<file path="config.mk">
export PLATFORM = sky130hd
export DESIGN_NAME = vmap_regs
export DESIGN_NICKNAME = d
export VERILOG_FILES = /design/src/vmap_pkg.sv /design/src/vmap_regs.sv
export SDC_FILE = /design/constraint.sdc
export NUM_CORES = 1
export LEC_CHECK = 0
export BUFFER_PORTS_ARGS = -buffer_cell sky130_fd_sc_hd__buf_2
export CORE_AREA = 2 2 99 101
export CTS_BUF_LIST = sky130_fd_sc_hd__clkbuf_2
export CTS_CLUSTER_SIZE = 12
export DETAILED_ROUTE_END_ITERATION = 8
export DIE_AREA = 0 0 101 103
export PLACE_DENSITY = 0.72
export SYNTH_ARGS = -nofsm -noshare
export SYNTH_HDL_FRONTEND = slang
export SYNTH_SLANG_ARGS = --single-unit
</file>
<file path="constraint.sdc">
create_clock -name aclk -period 4.4 [get_ports aclk]
set_clock_uncertainty 0.05 [all_clocks]
set_input_delay 0.44 -clock aclk [delete_from_list [all_inputs] [get_ports aclk]]
set_output_delay 0.44 -clock aclk [all_outputs]
set_load 0.02 [all_outputs]
</file>
<file path="src/vmap_pkg.sv">
`timescale 1ns / 1ps
// Package for the video memory access port: operation codes, store geometry,
// the request struct passed to the store and the address mirroring function. No dependencies.
package vmap_pkg;

    localparam int STORE_DEPTH = 16384;
    localparam int STORE_AW    = $clog2(STORE_DEPTH);

    typedef enum logic [2:0] {
        OP_SCROLL_WR = 3'd0,
        OP_ADDR_WR   = 3'd1,
        OP_DATA_WR   = 3'd2,
        OP_DATA_RD   = 3'd3,
        OP_PALETTE   = 3'd4
    } op_t;

    // what the output stage makes of the store read data
    typedef enum logic [1:0] {
        RD_NONE,
        RD_DATA,
        RD_PAL
    } rd_sel_t;

    typedef struct packed {
        logic                wr_en;
        logic                rd_en;
        logic [STORE_AW-1:0] addr;
        logic [7:0]          wdata;
    } vmap_req_t;

    localparam logic [13:0] NT_MIRROR_LO  = 14'h3000;
    localparam logic [13:0] NT_MIRROR_HI  = 14'h3F00;
    localparam logic [13:0] NT_MIRROR_OFS = 14'h1000;
    localparam logic [13:0] PAL_END       = 14'h3F20;
    localparam logic [13:0] PAL_SPR       = 14'h3F10;
    localparam logic [13:0] PAL_SPR_OFS   = 14'h0010;

    // Map a 16-bit video address onto the store.
    function automatic logic [STORE_AW-1:0] map_address(input logic [15:0] addr_in);
        logic [13:0] a;
        logic [13:0] result;
        a = addr_in[13:0];
        if (a >= NT_MIRROR_LO && a < NT_MIRROR_HI) begin
            result = a - NT_MIRROR_OFS;
        end else begin
            if (a >= PAL_END) begin
                a = {a[13:8], 3'b000, a[4:0]};
            end
            if (a >= PAL_SPR && a < PAL_END && a[1:0] == 2'b00) begin
                a = a - PAL_SPR_OFS;
            end
            result = a;
        end
        return result[STORE_AW-1:0];
    endfunction

endpackage

</file>
<file path="src/vmap_regs.sv">
`timescale 1ns / 1ps
// Access registers: scroll and address write latches, the memory pointer and the
// store request for each accepted access. Depends on vmap_pkg.
module vmap_regs (
    input  logic                aclk,
    input  logic                aresetn,
    input  logic                accept,
    input  logic [2:0]          operation,
    input  logic [7:0]          write_value,
    input  logic [15:0]         palette_base,
    input  logic [7:0]          color_index,
    input  logic                increment_by_32,
    output vmap_pkg::vmap_req_t req,
    output vmap_pkg::rd_sel_t   rd_sel,
    output logic [15:0]         scroll_after,
    output logic [15:0]         pointer_after
);

    logic [15:0] pointer_reg,      pointer_next;
    logic [15:0] scroll_reg,       scroll_next;
    logic        scroll_half_reg,  scroll_half_next;
    logic [7:0]  scroll_hi_reg,    scroll_hi_next;
    logic        pointer_half_reg, pointer_half_next;
    logic [7:0]  pointer_hi_reg,   pointer_hi_next;

    logic [15:0] step;
    logic [7:0]  pal_idx;
    logic [15:0] pal_addr;

    always_comb begin
        step     = increment_by_32 ? 16'd32 : 16'd1;
        pal_idx  = (color_index[1:0] == 2'b00) ? 8'h00 : color_index;
        pal_addr = palette_base + {8'h00, pal_idx};

        pointer_next      = pointer_reg;
        scroll_next       = scroll_reg;
        scroll_half_next  = scroll_half_reg;
        scroll_hi_next    = scroll_hi_reg;
        pointer_half_next = pointer_half_reg;
        pointer_hi_next   = pointer_hi_reg;
        req.wr_en         = 1'b0;
        req.rd_en         = 1'b0;
        req.addr          = vmap_pkg::map_address(pointer_reg);
        req.wdata         = write_value;
        rd_sel            = vmap_pkg::RD_NONE;

        if (accept) begin
            unique case (operation)
                vmap_pkg::OP_SCROLL_WR: begin
                    if (scroll_half_reg) begin
                        scroll_next      = {scroll_hi_reg, write_value};
                        scroll_half_next = 1'b0;
                    end else begin
                        scroll_hi_next   = write_value;
                        scroll_half_next = 1'b1;
                    end
                end
                vmap_pkg::OP_ADDR_WR: begin
                    if (pointer_half_reg) begin
                        pointer_next      = {pointer_hi_reg, write_value};
                        pointer_half_next = 1'b0;
                    end else begin
                        pointer_hi_next   = write_value;
                        pointer_half_next = 1'b1;
                    end
                end
                vmap_pkg::OP_DATA_WR: begin
                    req.wr_en    = 1'b1;
                    pointer_next = pointer_reg + step;
                end
                vmap_pkg::OP_DATA_RD: begin
                    req.rd_en    = 1'b1;
                    rd_sel       = vmap_pkg::RD_DATA;
                    pointer_next = pointer_reg + step;
                end
                vmap_pkg::OP_PALETTE: begin
                    req.rd_en = 1'b1;
                    req.addr  = vmap_pkg::map_address(pal_addr);
                    rd_sel    = vmap_pkg::RD_PAL;
                end
                default: begin
                    // unused codes leave everything alone
                end
            endcase
        end
    end

    always_ff @(posedge aclk) begin
        if (!aresetn) begin
            pointer_reg      <= '0;
            scroll_reg       <= '0;
            scroll_half_reg  <= 1'b0;
            scroll_hi_reg    <= '0;
            pointer_half_reg <= 1'b0;
            pointer_hi_reg   <= '0;
        end else begin
            pointer_reg      <= pointer_next;
            scroll_reg       <= scroll_next;
            scroll_half_reg  <= scroll_half_next;
            scroll_hi_reg    <= scroll_hi_next;
            pointer_half_reg <= pointer_half_next;
            pointer_hi_reg   <= pointer_hi_next;
        end
    end

    assign scroll_after  = scroll_next;
    assign pointer_after = pointer_next;

endmodule

</file>
# [Yosys cells after proc, flatten, opt, wreduce, memory -nomap -nowiden]
# Cells that the tools add are included.
[word_totals] reg_bits=50 latchBits=0 ram_bits=0 rom_bits=0 output_inout_bits=58 word_cells=70 n_memories=0
[op_classes] addsub=6 n_mul=0 div_mod_pow=0 n_lt_le_gt_ge=10 eq_ne=4 shifts=0 n_mux=26 bitwise_logic=2 reduce_logical=16
[ops] cell="14-bit two-way mux" count=9
[ops] cell="16-bit two-way mux" count=6
[ops] cell="14-bit >= comparator, second input constant" count=6
[ops] cell="14-bit < comparator, second input constant" count=4
[ops] cell="16-bit one-hot mux with 2 select lines" count=1
[ops] cell="14-bit by 13-bit subtractor with 14-bit output, second input constant" count=2
[ops] cell="14-bit by 5-bit subtractor with 14-bit output, second input constant" count=2
[ops] cell="8-bit two-way mux" count=3
[ops] cell="16-bit by 6-bit adder with 16-bit output" count=1
[ops] cell="14-bit by 8-bit adder with 14-bit output" count=1
[ops] cell="3-bit by 2-bit == test with 1-bit output, second input constant" count=2
[ops] cell="1-bit logical AND" count=6
[ops] cell="2-bit zero test" count=3
[ops] cell="6-bit two-way mux" count=1
[ops] cell="3-bit AND reduction" count=2
[ops] cell="1-bit two-way mux" count=4
[ops] cell="2-bit one-hot mux with 2 select lines" count=1
[ops] cell="2-bit AND reduction" count=2
[ops] cell="2-bit OR reduction" count=2
[ops] cell="3-bit by 1-bit == test with 1-bit output, second input constant" count=1
[ops] cell="3-bit == test, second input constant" count=1
[ops] cell="3-bit zero test" count=1
[ops] cell="2-bit two-way mux" count=1
[ops] cell="1-bit NOT" count=2

# [Logic depth before layout (Yosys ltp)]
[depth] word_depth=15 ltp_mapped=18

# [Worst setup path before layout]
# No wires, ideal clock.
[synth_path] path_kind="input to output" from="input color_index[0]" to="output req[12] (netlist name)" arrival_time_ns=3.806 t_required_ns=3.910 setup_slack_ns=0.104 stages=16 cell_sequence="nor2_1 -> nor2b_1 -> ha_1 -> nand3_1 -> o2111ai_2 -> a21o_1 -> a2111o_1 -> mux2i_4 -> nand3_2 -> o311ai_4 -> ha_1 -> nand3_1 -> a21oi_1 -> nand2_1 -> xnor2_1 -> o21ai_0"
[synth_lines] item="from (decl)" line="vmap_regs.sv:11" rtl="input logic [7:0] color_index,"
[synth_lines] item="to (decl)" line="vmap_regs.sv:13" rtl="output vmap_pkg::vmap_req_t req,"

==> results.cfg <==
[outcome]
status = completed

[clock_network]
numCtsBuffers = 5
cts_hold_buf = 0
clk_latency_ns = 0.41
clkSinkCount = 50
cts_tree = built
cts.clk_slew.worst_paths_ns = 0.22
htreeDepth = 2
clk_path_buf_depth = 2
clock-root-buffer = clkbuf_2

[yosys]
synth.distinct_cells = 56
synth_nets = 467
ys_ff_latch = 50
syn_avg_cell_area_sq_um = 8.483
syn_area_sq_mm = 0.003470
synth_top_area_cell = dfxtp_1
synth.area.top_cells = dfxtp_1 29%, ha_1 6.5%, and2_1 6.3%
seq_area_frac_synth = 0.2885
synth_edf_count = 0
yosysWarnings = 0
syn_inst = 409
synth_top_area_frac = 0.2885
ys.flop_type = dfxtp_1
async_flop_share = 0

[place]
place_hpwl_mm = 6.779
place_ws_ns = -0.02416
gp_congestion = 0.7843
port_buffers = 94

[global_routing]
grt_pass1_wl_mm = 13.83
antenna_found_initial = 0
grt_max_degree = 51
grt_use_total = 0.1636
first_global_vias = 2968
overflow = 0

[floorplanning]
die_w_microns = 101
start_util = 0.3668
core_sq_mm = 0.009459
die_area_sq_mm = 0.01040
rows = 36
die_y_microns = 103
ios = 97

[routing]
drt_first_iter_violations = 182
firstDrtPassIters = 4
drcViolationCount = 0
vias = 3237
wirelength_mm = 9.035
ant_nets = 0
wire_per_inst_microns = 14.64
via_per_inst = 5.246

[sta]
whs_ns = 0.3040
layout_worst_path_cycle_share = 0.9792
slew_headroom = 0.3769
period_needed_ns = 4.309
drv_slew = 0
max_freq_mhz = 232.1
finalWorstSetupSlack_ns = 0.09131
hold_viol = 0
setup_tns_ns = 0
finalSetupViolCount = 0
worst_pin_slew_ns = 0.9313

[cells_and_area]
diodes = 0
drive_above_1_share = 0.3380
final_common_cell = buf_2
fin_util = 0.4532
layout.nets = 560
area_growth_pct = 23.55
layout_common_cells = 90 x buf_2, 50 x dfxtp_1, 37 x nand2_1

[min_path]
worstHoldPathType = in -> reg

[worst_setup_path]
crit_type = in -> out
cp-end-kind = output pin
cp_data_arrival_time_ns = 3.82
cp.required_ns = 3.91
crit_path_start_kind = primary input
cp_max_fo = 6

[power]
powerDensity_mw_per_mm2 = 212.9
ir_worst_vdd_mv = 0.09259
power.leakage_nw = 1.903

[flow_run]
drv_cap = 0
==> path summary, 6_finish.rpt <==
kind	depth (start not counted)	slack (ns)	start	endpoint
setup / recovery	19	0.09	color_index[1]	req[13]
hold / removal	3	0.30	write_value[7]	scroll_hi_reg[7]
hold reg to reg	2	0.49	scroll_hi_reg[6]	scroll_hi_reg[6]
setup reg to reg	9	1.92	pointer_reg[0]	pointer_reg[15]
==> layout make-up <==
type	count	area, sq um
fillers	945	5172
multi-input cells	314	2387
flip-flops and latches	50	1001
repair buffers	115	656.9
well taps	114	142.6
inverters	16	60.06
clock buffers	6	30.03
clock inverters	2	8.758
==> synthesized netlist by cell type (4+ instances only) <==
library cell,instances
dfxtp_1,50
nand2_1,38
and2_1,35
o21ai_0,27
nor2b_1,23
clkbuf_1,21
ha_1,18
inv_1,16
mux2_2,16
mux2i_1,16
nand3_1,16
nor2_1,16
xor2_1,13
xnor2_1,11
a22oi_1,10
buf_4,8
a21oi_1,7
and3_1,7
a31oi_1,5
nand2b_1,5
o311ai_0,4
==> kinds of logic after synthesis <==
family / count (synthesis) / share of synthesized area
fa+ha+maj: 19 / 0.07068
flops: 50 / 0.2885
buf+inv: 45 / 0.05734
compound gates: 77 / 0.1630
mux: 34 / 0.1089
simple gates: 160 / 0.2510
xor+xnor: 24 / 0.06058
==> through the flow <==
stage	area (sq um)	instances	total power (W)
3_3_place_gp	4041	601	0.0006957
6_report	4287	617	0.0009128
2_1_floorplan	3470	409	0.0006279
3_5_place_dp	4041	601	0.0007032
4_1_cts	4084	609	0.0008795
5_1_grt	4287	617	0.0009670
==> routing by layer <==
layer	routed length, microns	vias up	share of wire	global-route usage
met3	538	14	0.060	0.03593
met5	0	-	0	0
met1	4068	1497	0.45	0.2099
li1	-	1611	-	-
met4	172	0	0.019	0.04990
met2	4256	115	0.47	0.2759
==> where the power goes <==
part	internal, W	total [W]	switching (W)
registers	0.000459	0.000463	0.00000381
logic	0.000126	0.000277	0.000151
clock network	0.0000391	0.000173	0.000134
==> worst max-delay path, cell delays in order <==
cell and delay (ns):
buf_6 0.10, nor2_4 0.10, buf_6 0.12, nor2b_1 0.05, ha_1 0.35, nand3_2 0.12
o2111ai_4 0.15, a21o_1 0.22, a2111o_1 0.40, mux2i_4 0.21, nand3_2 0.13, o311ai_4 0.34
ha_2 0.23, nand3_2 0.08, a21oi_4 0.19, buf_6 0.13, a31oi_4 0.07, a22oi_2 0.23
buf_6 0.15
==> what timing repair did <==
action / 4_1_cts / 5_1_grt
pin swaps: 0 / 19
resized for setup: 1 / 30
setup endpoints to repair: 2 / 5
buffers inserted: 0 / 8
(Power assumes the default switching activity.)
